===== config.mk =====
export PLATFORM = sky130hd
export DESIGN_NAME = pgp_packet_header_parser
export DESIGN_NICKNAME = d
export VERILOG_FILES = /design/src/rtl/pkthdr_pkg.sv /design/src/rtl/pgp_packet_header_parser.sv /design/src/rtl/pkthdr_core.sv /design/src/rtl/pkthdr_out_stage.sv
export SDC_FILE = /design/constraint.sdc
export NUM_CORES = 1
export LEC_CHECK = 0
export BUFFER_PORTS_ARGS = -buffer_cell sky130_fd_sc_hd__buf_2
export CORE_MARGIN = 1
export CORE_UTILIZATION = 54
export CTS_CLUSTER_DIAMETER = 200
export DETAILED_ROUTE_END_ITERATION = 8
export PLACE_DENSITY_LB_ADDON = 0.12
export SLEW_MARGIN = 20
export SYNTH_ARGS = -nofsm -noshare
export SYNTH_HDL_FRONTEND = slang
export SYNTH_HIERARCHICAL = 1
export SYNTH_SLANG_ARGS = --single-unit

===== constraint.sdc =====
create_clock -name clk_i -period 3.69 [get_ports clk_i]
set_input_delay 0.738 -clock clk_i [delete_from_list [all_inputs] [get_ports clk_i]]
set_output_delay 0.738 -clock clk_i [all_outputs]
set_load 0.05 [all_outputs]

===== src/rtl/pkthdr_pkg.sv =====
// Shared types and codes for the packet header parser.
// Used by the parser core, the output stage and the port checker.
package pkthdr_pkg;

  localparam int unsigned ByteW = 8;
  localparam int unsigned TagW  = 6;
  localparam int unsigned LenW  = 32;

  typedef enum logic [1:0] {
    KIND_TAG     = 2'd0,
    KIND_LENGTH  = 2'd1,
    KIND_BODY    = 2'd2,
    KIND_DISCARD = 2'd3
  } byte_kind_e;

  typedef enum logic [1:0] {
    PART_WHOLE  = 2'd0,
    PART_FIRST  = 2'd1,
    PART_MIDDLE = 2'd2,
    PART_FINAL  = 2'd3
  } part_status_e;

  typedef enum logic [2:0] {
    ERR_NONE      = 3'd0,
    ERR_TOP_CLEAR = 3'd1,
    ERR_TAG_ZERO  = 3'd2,
    ERR_TAG_UNDEF = 3'd3,
    ERR_TRUNCATED = 3'd4
  } error_code_e;

  typedef struct packed {
    logic [1:0]      byte_kind;
    logic [ByteW-1:0] body_data;
    logic [TagW-1:0] packet_tag;
    logic            new_format;
    logic [LenW-1:0] chunk_length;
    logic            length_ready;
    logic [1:0]      part_status;
    logic            to_stream_end;
    logic            packet_end;
    logic [2:0]      error_code;
  } result_t;

  // Tags 1..14, 17..19 and 60..63 are the defined packet types.
  function automatic logic tag_defined(input logic [TagW-1:0] t);
    logic ok;
    ok = ((t >= 6'd1) && (t <= 6'd14)) || ((t >= 6'd17) && (t <= 6'd19)) || (t >= 6'd60);
    return ok;
  endfunction

endpackage


===== src/rtl/pgp_packet_header_parser.sv =====
// An accepted octet's result item is registered and appears at the outputs in the cycle after it is accepted.
// Throughput: one octet per cycle while the consumer takes results; the result register frees as it is read.
// The parser state updates in the same cycle an octet is accepted.
// Reset (rst_ni low, asynchronous) returns the parser to expecting a tag octet
// and empties the result register.
module pgp_packet_header_parser import pkthdr_pkg::*; (
  input  logic             clk_i,
  input  logic             rst_ni,
  input  logic             in_valid_i,
  output logic             in_ready_o,
  input  logic [ByteW-1:0] stream_byte_i,
  input  logic             stream_last_i,
  output logic             out_valid_o,
  input  logic             out_ready_i,
  output logic [1:0]       byte_kind_o,
  output logic [ByteW-1:0] body_data_o,
  output logic [TagW-1:0]  packet_tag_o,
  output logic             new_format_o,
  output logic [LenW-1:0]  chunk_length_o,
  output logic             length_ready_o,
  output logic [1:0]       part_status_o,
  output logic             to_stream_end_o,
  output logic             packet_end_o,
  output logic [2:0]       error_code_o
);

  logic    accept;
  logic    free;
  result_t res_d;
  result_t res_q;

  assign in_ready_o = free;
  assign accept     = in_valid_i && free;

  pkthdr_core u_core (
    .clk_i         (clk_i),
    .rst_ni        (rst_ni),
    .accept_i      (accept),
    .stream_byte_i (stream_byte_i),
    .stream_last_i (stream_last_i),
    .result_o      (res_d)
  );

  pkthdr_out_stage u_out (
    .clk_i       (clk_i),
    .rst_ni      (rst_ni),
    .load_i      (accept),
    .result_i    (res_d),
    .free_o      (free),
    .out_valid_o (out_valid_o),
    .out_ready_i (out_ready_i),
    .result_o    (res_q)
  );

  assign byte_kind_o     = res_q.byte_kind;
  assign body_data_o     = res_q.body_data;
  assign packet_tag_o    = res_q.packet_tag;
  assign new_format_o    = res_q.new_format;
  assign chunk_length_o  = res_q.chunk_length;
  assign length_ready_o  = res_q.length_ready;
  assign part_status_o   = res_q.part_status;
  assign to_stream_end_o = res_q.to_stream_end;
  assign packet_end_o    = res_q.packet_end;
  assign error_code_o    = res_q.error_code;

endmodule


===== src/rtl/pkthdr_core.sv =====
// Parser state and the per-octet decode that builds one result item.
// Depends on pkthdr_pkg.
module pkthdr_core import pkthdr_pkg::*; (
  input  logic             clk_i,
  input  logic             rst_ni,
  input  logic             accept_i,
  input  logic [ByteW-1:0] stream_byte_i,
  input  logic             stream_last_i,
  output result_t          result_o
);

  typedef enum logic [2:0] {
    PH_TAG       = 3'd0,
    PH_LEN_FIRST = 3'd1,
    PH_LEN_MORE  = 3'd2,
    PH_LEN_NEW2  = 3'd3,
    PH_BODY      = 3'd4,
    PH_TO_END    = 3'd5,
    PH_ERROR     = 3'd6
  } phase_e;

  phase_e          phase_q, phase_d;
  logic            fmt_q, fmt_d;
  logic [TagW-1:0] tag_q, tag_d;
  logic [LenW-1:0] acc_q, acc_d;
  logic [2:0]      left_q, left_d;
  logic [LenW-1:0] rem_q, rem_d;
  logic [1:0]      pmode_q, pmode_d;

  logic            fin;
  logic            fin_partial;
  logic [LenW-1:0] fin_len;
  logic [1:0]      fin_status;
  logic            discarded;
  logic            nf;
  logic [TagW-1:0] t;
  logic [2:0]      code;
  logic [LenW-1:0] acc_shift;
  logic [2:0]      left_dec;
  logic [LenW-1:0] rem_dec;
  logic [ByteW-1:0] b;

  assign b = stream_byte_i;

  always_comb begin
    result_o            = '0;
    result_o.body_data  = b;
    phase_d     = phase_q;
    fmt_d       = fmt_q;
    tag_d       = tag_q;
    acc_d       = acc_q;
    left_d      = left_q;
    rem_d       = rem_q;
    pmode_d     = pmode_q;
    fin         = 1'b0;
    fin_partial = 1'b0;
    fin_len     = '0;
    discarded   = 1'b0;
    nf          = b[6];
    t           = nf ? b[5:0] : {2'b00, b[5:2]};
    code        = ERR_NONE;
    acc_shift   = {acc_q[LenW-ByteW-1:0], b};
    left_dec    = (left_q != 3'd0) ? left_q - 3'd1 : 3'd0;
    rem_dec     = (rem_q != '0) ? rem_q - LenW'(1) : '0;

    case (phase_q)
      PH_TAG: begin
        if (!b[7]) code = ERR_TOP_CLEAR;
        else if (t == '0) code = ERR_TAG_ZERO;
        else if (!tag_defined(t)) code = ERR_TAG_UNDEF;
        if (code != ERR_NONE) begin
          result_o.byte_kind  = KIND_DISCARD;
          result_o.body_data  = b;
          result_o.error_code = code;
          discarded = 1'b1;
          phase_d   = PH_ERROR;
        end else begin
          tag_d   = t;
          fmt_d   = nf;
          pmode_d = PART_WHOLE;
          acc_d   = '0;
          result_o.byte_kind  = KIND_TAG;
          result_o.packet_tag = t;
          result_o.new_format = nf;
          if (nf) begin
            phase_d = PH_LEN_FIRST;
          end else if (b[1:0] == 2'd3) begin
            // Indeterminate length: the body runs to the stream's last octet.
            result_o.to_stream_end = 1'b1;
            result_o.packet_end    = stream_last_i;
            phase_d = PH_TO_END;
          end else begin
            case (b[1:0])
              2'd0:    left_d = 3'd1;
              2'd1:    left_d = 3'd2;
              default: left_d = 3'd4;
            endcase
            phase_d = PH_LEN_MORE;
          end
        end
      end
      PH_LEN_FIRST: begin
        result_o.byte_kind  = KIND_LENGTH;
        result_o.packet_tag = tag_q;
        result_o.new_format = fmt_q;
        if (b < 8'd192) begin
          fin     = 1'b1;
          fin_len = LenW'(b);
        end else if (b <= 8'd223) begin
          acc_d   = LenW'(b);
          phase_d = PH_LEN_NEW2;
        end else if (b == 8'd255) begin
          acc_d   = '0;
          left_d  = 3'd4;
          phase_d = PH_LEN_MORE;
        end else begin
          fin         = 1'b1;
          fin_partial = 1'b1;
          fin_len     = LenW'(1) << b[4:0];
        end
      end
      PH_LEN_NEW2: begin
        result_o.byte_kind  = KIND_LENGTH;
        result_o.packet_tag = tag_q;
        result_o.new_format = fmt_q;
        fin     = 1'b1;
        fin_len = ({16'd0, acc_q[7:0], b} - LenW'(192 << 8)) + LenW'(192);
      end
      PH_LEN_MORE: begin
        result_o.byte_kind  = KIND_LENGTH;
        result_o.packet_tag = tag_q;
        result_o.new_format = fmt_q;
        acc_d  = acc_shift;
        left_d = left_dec;
        if (left_dec == 3'd0) begin
          fin     = 1'b1;
          fin_len = acc_shift;
        end
      end
      PH_BODY: begin
        result_o.byte_kind   = KIND_BODY;
        result_o.packet_tag  = tag_q;
        result_o.new_format  = fmt_q;
        result_o.part_status = pmode_q;
        rem_d = rem_dec;
        if (rem_dec == '0) begin
          if (pmode_q == PART_FIRST || pmode_q == PART_MIDDLE) begin
            phase_d = PH_LEN_FIRST;
          end else begin
            result_o.packet_end = 1'b1;
            pmode_d = PART_WHOLE;
            phase_d = PH_TAG;
          end
        end
      end
      PH_TO_END: begin
        result_o.byte_kind     = KIND_BODY;
        result_o.packet_tag    = tag_q;
        result_o.new_format    = fmt_q;
        result_o.to_stream_end = 1'b1;
        result_o.packet_end    = stream_last_i;
      end
      default: begin
        // Error latched: everything up to the stream's end is dropped.
        result_o.byte_kind = KIND_DISCARD;
        discarded = 1'b1;
      end
    endcase

    // A completed length header either ends an empty packet or opens a body.
    if (pmode_q != PART_WHOLE) fin_status = fin_partial ? PART_MIDDLE : PART_FINAL;
    else fin_status = fin_partial ? PART_FIRST : PART_WHOLE;
    if (fin) begin
      result_o.chunk_length = fin_len;
      result_o.length_ready = 1'b1;
      result_o.part_status  = fin_status;
      acc_d  = fin_len;
      left_d = 3'd0;
      if (!fin_partial && fin_len == '0) begin
        result_o.packet_end = 1'b1;
        pmode_d = PART_WHOLE;
        phase_d = PH_TAG;
      end else begin
        pmode_d = fin_status;
        rem_d   = fin_len;
        phase_d = PH_BODY;
      end
    end

    if (stream_last_i) begin
      if (!discarded && !result_o.packet_end) result_o.error_code = ERR_TRUNCATED;
      phase_d = PH_TAG;
      fmt_d   = 1'b0;
      tag_d   = '0;
      acc_d   = '0;
      left_d  = 3'd0;
      rem_d   = '0;
      pmode_d = PART_WHOLE;
    end
  end

  always_ff @(posedge clk_i or negedge rst_ni) begin
    if (!rst_ni) begin
      phase_q <= PH_TAG;
      fmt_q   <= 1'b0;
      tag_q   <= '0;
      acc_q   <= '0;
      left_q  <= 3'd0;
      rem_q   <= '0;
      pmode_q <= PART_WHOLE;
    end else if (accept_i) begin
      phase_q <= phase_d;
      fmt_q   <= fmt_d;
      tag_q   <= tag_d;
      acc_q   <= acc_d;
      left_q  <= left_d;
      rem_q   <= rem_d;
      pmode_q <= pmode_d;
    end
  end

endmodule


===== src/rtl/pkthdr_out_stage.sv =====
// Result register with valid/ready handshake toward the consumer.
// Depends on pkthdr_pkg for the result item type.
module pkthdr_out_stage import pkthdr_pkg::*; (
  input  logic    clk_i,
  input  logic    rst_ni,
  input  logic    load_i,
  input  result_t result_i,
  output logic    free_o,
  output logic    out_valid_o,
  input  logic    out_ready_i,
  output result_t result_o
);

  logic    valid_q;
  result_t data_q;

  // The register frees up in the same cycle its item is taken.
  assign free_o      = !valid_q || out_ready_i;
  assign out_valid_o = valid_q;
  assign result_o    = data_q;

  always_ff @(posedge clk_i or negedge rst_ni) begin
    if (!rst_ni) begin
      valid_q <= 1'b0;
    end else if (load_i) begin
      valid_q <= 1'b1;
    end else if (out_ready_i) begin
      valid_q <= 1'b0;
    end
  end

  always_ff @(posedge clk_i) begin
    if (load_i) begin
      data_q <= result_i;
    end
  end

endmodule


==> results.sh, run 1 <==
export IMPL_first_pass_iters=6
export IMPL_layout_common_cells="nand2_1 (86), buf_4 (82), dfrtp_1 (72)"
export IMPL_power_leakage_uw=0.00390
export IMPL_cts_tree="built"
export IMPL_design_core_area_um2=13900
export IMPL_netlist_instances=828
export IMPL_syn_area_um2=7740
export IMPL_start_util=0.556
export IMPL_fmax_mhz=290
export IMPL_tns_ps=0
export IMPL_hold_class="in -> async"
export IMPL_fin_crit_sh=0.933
export IMPL_fill_cells=1137
export IMPL_cp_start_kind="flop"
export IMPL_cts_resized=0
export IMPL_cp_data_arrival_time_ps=3770
export IMPL_critPathBufInv=1
export IMPL_finClkSkew_ps=9.92
export IMPL_fp_row_count=43
export IMPL_ys_seq_elements=129
export IMPL_post_drt_via_cell_ratio=6.76
export IMPL_drt_first_iter_violations=853
export IMPL_synthDistinctLibCells=81
export IMPL_antenna_found_initial=1
export IMPL_wl_um=25800
export IMPL_post_place_cells=1087
export IMPL_synth_flop_cell="dfrtp_1"
export IMPL_die_y_um=122
export IMPL_placed_area_um2=8640
export IMPL_n_antenna_cell=0
export IMPL_drc=0
export IMPL_grt_ovfl_total=0
export IMPL_cts_buffer_depth=2
export IMPL_yosysTopAreaCellShare=0.233
export IMPL_grt_max_degree=73
export IMPL_cts_sinks=129
export IMPL_rsz0062_at_grt="no"
export IMPL_hold_viol=0
export IMPL_port_buffers=71
export IMPL_status="completed"
export IMPL_synth_nets=847
export IMPL_slew_headroom=0.488
export IMPL_place_detailed_hpwl_um=18600
export IMPL_setup_viol=0
export IMPL_syn_area_per_cell_um2=9.35
export IMPL_io_pins=72
export IMPL_required_ps=4010
export IMPL_rrSetupSlack_ps=250
export IMPL_grtUsageTotal=0.359
export IMPL_crit_chain="ha_1 > nor4_2 > mux2i_1 > or4b_1 > or4_4 > nor4_4 > buf_4 > nand2_2 > o31ai_1"
export IMPL_gp_congestion=1.01
export IMPL_cts_max_level=4
export IMPL_max_stage_delay_ps=540
export IMPL_async_flop_share=0.558
export IMPL_worst_path_max_fanout=13
export IMPL_synth_edf_count=57
export IMPL_final_max_slew_viol_count=0
export IMPL_slowest_stage="or4b_1"
export IMPL_die_width_um=122
export IMPL_ant_nets=0
export IMPL_wl_per_cell_um=23.1
export IMPL_cts_root_buffer="clkbuf_16"
export IMPL_postCtsSetupRepairBufs=0
export IMPL_dieArea_um2=14800
export IMPL_clk_pin_slew_ps=60
export IMPL_path_delay_family="simple AND/OR/NAND/NOR gates"
export IMPL_vias=7568
export IMPL_yosysSeqAreaShare=0.454
export IMPL_cp_depth=9
export IMPL_p_per_area_nw_per_um2=1080
export IMPL_finish_net_count=946
export IMPL_yosys_top_cells_area="dfrtp_1 (23%), edfxtp_1 (22%), nand2_1 (4.2%), o21ai_0 (3.4%), o31ai_1 (3.3%)"
export IMPL_postLayoutCellArea_um2=9260
export IMPL_grt_pass1_vias=6990
export IMPL_path_class="reg -> reg"
export IMPL_tightest_slew_ps=767
export IMPL_fin_cells=1120
export IMPL_period_minus_slack_ps=3440
export IMPL_yosysTopAreaCell="dfrtp_1"
export IMPL_grt_first_pass_wirelength_um=39500
export IMPL_crit_path_end_kind="flop"
export IMPL_reg2reg_depth=9
export IMPL_mostFrequentLayoutCell="nand2_1"
export IMPL_vdd_drop_max_uv=875
export IMPL_yosys_warnings=6
export IMPL_clk_latency_ps=420
export IMPL_area_growth_pct=19.5
export IMPL_cts_hold_buf=0
export IMPL_cap_violations=0
export IMPL_numCtsBuffers=17
export IMPL_drive_gt1_frac=0.223
## worst reg2reg max path, cell delays in order (launching register included)
cell and delay (ps):
dfrtp_1 450, ha_1 350, nor4_2 300, mux2i_1 130, or4b_1 540, or4_4 440
nor4_4 350, buf_4 230, nand2_2 220, o31ai_1 340
## per-stage QoR
stage	utilization	setup slack (ps)	hold WS [ps]	power (uW)
after floorplan	-	6.24	442	6220
after global routing	0.664	91.6	346	10500
final	0.664	246	301	9950
after detailed placement	0.620	-124	478	8000
after CTS	0.663	278	491	9760
after global placement	0.620	1.70	465	7960
## synth_stat cells, drive strengths merged, types with 18 or more instances
master and instances:
nor2 48, a21oi 44, dfrtp 72, nand2 87
edfxtp 57, o2bb2ai 18, nor3 32, clkbuf 48
nor4 27, o31ai 34, o21ai 54, inv 20
a31oi 19, buf 26
## state kept, by name, summed over array words and instances (netlist names)
| name | count |
|---|---|
| u_core/left_q | 3 |
| u_core/phase_q | 3 |
| u_out/result_o | 57 |
| u_core/acc_q | 24 |
| u_core/tag_q | 6 |
| u_out/out_valid_o | 1 |
| u_core/pmode_q | 2 |
| u_core/fmt_q | 1 |
| u_core/rem_q | 32 |
## power by group
| group | internal [uW] | total [uW] | switching, uW |
|---|---|---|---|
| Combinational | 2120 | 5900 | 3780 |
| Sequential | 1880 | 2320 | 446 |
| Clock | 1070 | 1730 | 660 |
| Total | 5070 | 9950 | 4880 |
## path summary, 6_finish.rpt
kind,end,start
worst max-delay path,u_core/rem_q[20]$_DFFE_PN0P_,u_core/acc_q[7]$_DFFE_PN0P_
worst min-delay path,u_core/rem_q[20]$_DFFE_PN0P_,rst_ni
worst max register to register,u_core/rem_q[20]$_DFFE_PN0P_,u_core/acc_q[7]$_DFFE_PN0P_
worst min register to register,u_core/acc_q[16]$_DFFE_PN0P_,u_core/acc_q[16]$_DFFE_PN0P_
max in group asynchronous,u_out/out_valid_o$_DFFE_PN0P_,rst_ni
min in group clk_i,u_core/acc_q[16]$_DFFE_PN0P_,u_core/acc_q[16]$_DFFE_PN0P_
## cell type report
| type | count | area, um2 | share of cell area |
|---|---|---|---|
| multi-input combinational | 604 | 3840 | 0.415 |
| sequential | 129 | 3510 | 0.379 |
| timing repair buffer | 154 | 1010 | 0.109 |
| clock buffer | 21 | 440 | 0.0476 |
| tap | 180 | 225 | 0.0243 |
| clock inverter | 11 | 154 | 0.0166 |
| inverter | 21 | 78.8 | 0.00851 |
## logic make-up (layout without fill, tap and decap cells)
group / count (synthesis) / after routing / synth area share
muxes: 13 / 13 / 0.0179
DFF: 129 / 129 / 0.454
buffers and inverters: 95 / 207 / 0.0544
adders and majority gates: 6 / 6 / 0.00969
xor gates and xnor gates: 12 / 12 / 0.0136
AOI/OAI and AO/OA: 272 / 272 / 0.243
and+or+nand+nor: 301 / 301 / 0.207
## metal layers
metal	share of wire	wire length [um]	vias to the layer above	global-route usage
li1	-	-	3381	-
met1	0.42	10800	3649	0.503
met2	0.46	11800	476	0.538
met3	0.096	2480	62	0.0679
met4	0.029	745	0	0.160
met5	0	0	-	0
Power figures use the tool's default switching activity.
==> run 2: changes to the inputs <==
--- a/config.mk
+++ b/config.mk
@@ -11,6 +11,7 @@
 export CTS_CLUSTER_DIAMETER = 200
 export DETAILED_ROUTE_END_ITERATION = 8
 export PLACE_DENSITY_LB_ADDON = 0.12
+export SETUP_SLACK_MARGIN = 0.5
 export SLEW_MARGIN = 20
 export SYNTH_ARGS = -nofsm -noshare
 export SYNTH_HDL_FRONTEND = slang
==> run 2 against run 1 <==
Routed wire length increased by 3.0%. Clock skew decreased by 2.0 ps. First-iteration DRC count increased by 64%. Global-route usage increased by 0.38 points. Highest routed layer unchanged. Non-clock buffer count increased by 18. Sequential power about the same. Maximum frequency increased by 3.5%. Flip-flop and latch count unchanged. Worst setup slack improved by 120 ps. Cell count increased by 1.6%. Combinational power increased by 12%.
==> results.sh, run 2 (synthesized netlist as in run 1, its figures left out) <==
export IMPL_status="completed"
export IMPL_fin_crit_sh=0.902
export IMPL_first_pass_iters=6
export IMPL_power_frac_comb=0.619
export IMPL_largest_reg_flops=57
export IMPL_tns_ps=0
export IMPL_crit_path_end_kind="flop"
export IMPL_wl_per_cell_um=23.4
export IMPL_vdd_drop_max_uv=1240
export IMPL_gp_congestion=1.05
export IMPL_ant_nets=0
export IMPL_design_core_area_um2=13900
export IMPL_area_growth_pct=24.5
export IMPL_grt_first_pass_wirelength_um=40100
export IMPL_layout_common_cells="buf_4 (97), nand2_1 (86), buf_2 (68)"
export IMPL_tightest_slew_ps=1000
export IMPL_netSwitchingPower_uw=5130
export IMPL_slowest_stage="or4b_4"
export IMPL_hold_class="in -> async"
export IMPL_vias=7853
export IMPL_path_delay_family="simple AND/OR/NAND/NOR gates"
export IMPL_period_minus_slack_ps=3330
export IMPL_clk_pin_slew_ps=60
export IMPL_seq_power_share=0.216
export IMPL_wl_um=26600
export IMPL_cts_sinks=129
export IMPL_max_stage_delay_ps=480
export IMPL_drt_first_iter_violations=1400
export IMPL_cp_data_arrival_time_ps=3620
export IMPL_place_detailed_hpwl_um=18800
export IMPL_p_int_uw=5510
export IMPL_fill_cells=1051
export IMPL_post_drt_via_cell_ratio=6.90
export IMPL_crit_chain="buf_12 > ha_4 > nand4b_1 > buf_4 > buf_6 > buf_6 > a311oi_2 > a21oi_1 > or4b_4 > or4_4 > nor4_4 > buf_4 > a211oi_2 > or3b_1"
export IMPL_slew_headroom=0.334
export IMPL_grtUsageTotal=0.363
export IMPL_p_total_uw=10600
export IMPL_critPathBufInv=5
export IMPL_finish_net_count=964
export IMPL_fp_row_count=43
export IMPL_setup_viol=0
export IMPL_finClkSkew_ps=7.93
export IMPL_worst_path_max_fanout=5
export IMPL_die_width_um=122
export IMPL_rsz0062_at_grt="yes"
export IMPL_numCtsBuffers=17
export IMPL_cp_start_kind="input port"
export IMPL_mostFrequentLayoutCell="buf_4"
export IMPL_path_class="in -> reg"
export IMPL_grt_max_degree=73
export IMPL_hold_viol=0
export IMPL_port_buffers=71
export IMPL_cts_buffer_depth=2
export IMPL_antenna_found_initial=0
export IMPL_die_y_um=122
export IMPL_clock_power_share=0.165
export IMPL_grt_ovfl_total=0
export IMPL_cts_tree="built"
export IMPL_final_max_slew_viol_count=0
export IMPL_grt_pass1_vias=7025
export IMPL_cts_root_buffer="clkbuf_16"
export IMPL_fmax_mhz=301
export IMPL_cap_violations=0
export IMPL_clk_latency_ps=420
export IMPL_io_pins=72
export IMPL_power_leakage_uw=0.00406
export IMPL_drive_gt1_frac=0.278
export IMPL_multi_input_area_um2=4030
export IMPL_n_antenna_cell=0
export IMPL_cts_max_level=4
export IMPL_switching_share=0.482
export IMPL_drc=0
export IMPL_required_ps=3990
export IMPL_p_per_area_nw_per_um2=1100
export IMPL_area_sequential_um2=3520
export IMPL_start_util=0.556
export IMPL_dieArea_um2=14800
run 2: cell count changes in the layout (fill, tap and decap cells not counted), moves of 6 or more:
cell and change:
buf_4 +15, o31ai_1 -8, dfrtp_1 -6, dfrtp_2 +6
o31ai_2 +6
run 2: through the flow:
stage / area [um2] / hold WS [ps] / utilization / setup slack [ps] / instances
3_3_place_gp: 8730 / 464 / 0.627 / -48.7 / 1094
4_1_cts: 9470 / 496 / 0.680 / 413 / 1131
2_1_floorplan: 7820 / 442 / - / 16.9 / 828
5_1_grt: 9640 / 515 / 0.692 / 272 / 1138
3_5_place_dp: 8730 / 483 / 0.627 / -107 / 1094
6_report: 9640 / 473 / 0.692 / 363 / 1138
run 2: path summary, 6_finish.rpt:
check / startpoint / to / slack (ps) / cells past startpoint
max: stream_byte_i[6] / u_core/rem_q[22]$_DFFE_PN0P_ / 360 / 14
min: rst_ni / u_core/rem_q[20]$_DFFE_PN0P_ / 470 / 1
max reg2reg: u_core/phase_q[2]$_DFFE_PN0P_ / u_core/rem_q[22]$_DFFE_PN0P_ / 390 / 11
min reg2reg: u_core/acc_q[16]$_DFFE_PN0P_ / u_core/acc_q[16]$_DFFE_PN0P_ / 500 / 2
max in group asynchronous: rst_ni / u_core/phase_q[1]$_DFFE_PN0P_ / 2500 / 1
min in group clk_i: u_core/acc_q[16]$_DFFE_PN0P_ / u_core/acc_q[16]$_DFFE_PN0P_ / 500 / 2
run 2: area by class of cell:
class	instances	area share
Multi-Input combinational cell	604	0.418
Tap cell	180	0.0234
Inverter	21	0.00844
Clock buffer	20	0.0475
Clock inverter	12	0.0162
Timing Repair Buffer	172	0.122
Sequential cell	129	0.365
run 2: per-layer routing:
| layer | GRT usage | part of all wire | vias up |
|---|---|---|---|
| met4 | 0.157 | 0.037 | 0 |
| li1 | - | - | 3425 |
| met3 | 0.0950 | 0.11 | 106 |
| met2 | 0.546 | 0.45 | 552 |
| met5 | 0 | 0 | - |
| met1 | 0.491 | 0.40 | 3770 |
run 2: power groups by stage:
| stage | registers, uW | logic, uW | clock network [uW] |
|---|---|---|---|
| after floorplan | 2440 | 3850 | 0 |
| after global placement | 2260 | 5840 | 0 |
| after detailed placement | 2280 | 5890 | 0 |
| after CTS | 2270 | 6130 | 1770 |
| after global routing | 2330 | 7020 | 1840 |
| final | 2300 | 6580 | 1760 |
run 2: timing repair:
item                                   4_1_cts  5_1_grt
pin swaps                                   12       17
endpoints found under the hold margin        0        0
setup endpoints to repair                   38       38
setup buffers                                5        7
gates resized for setup                     21       28
hold buffers                                 0        0
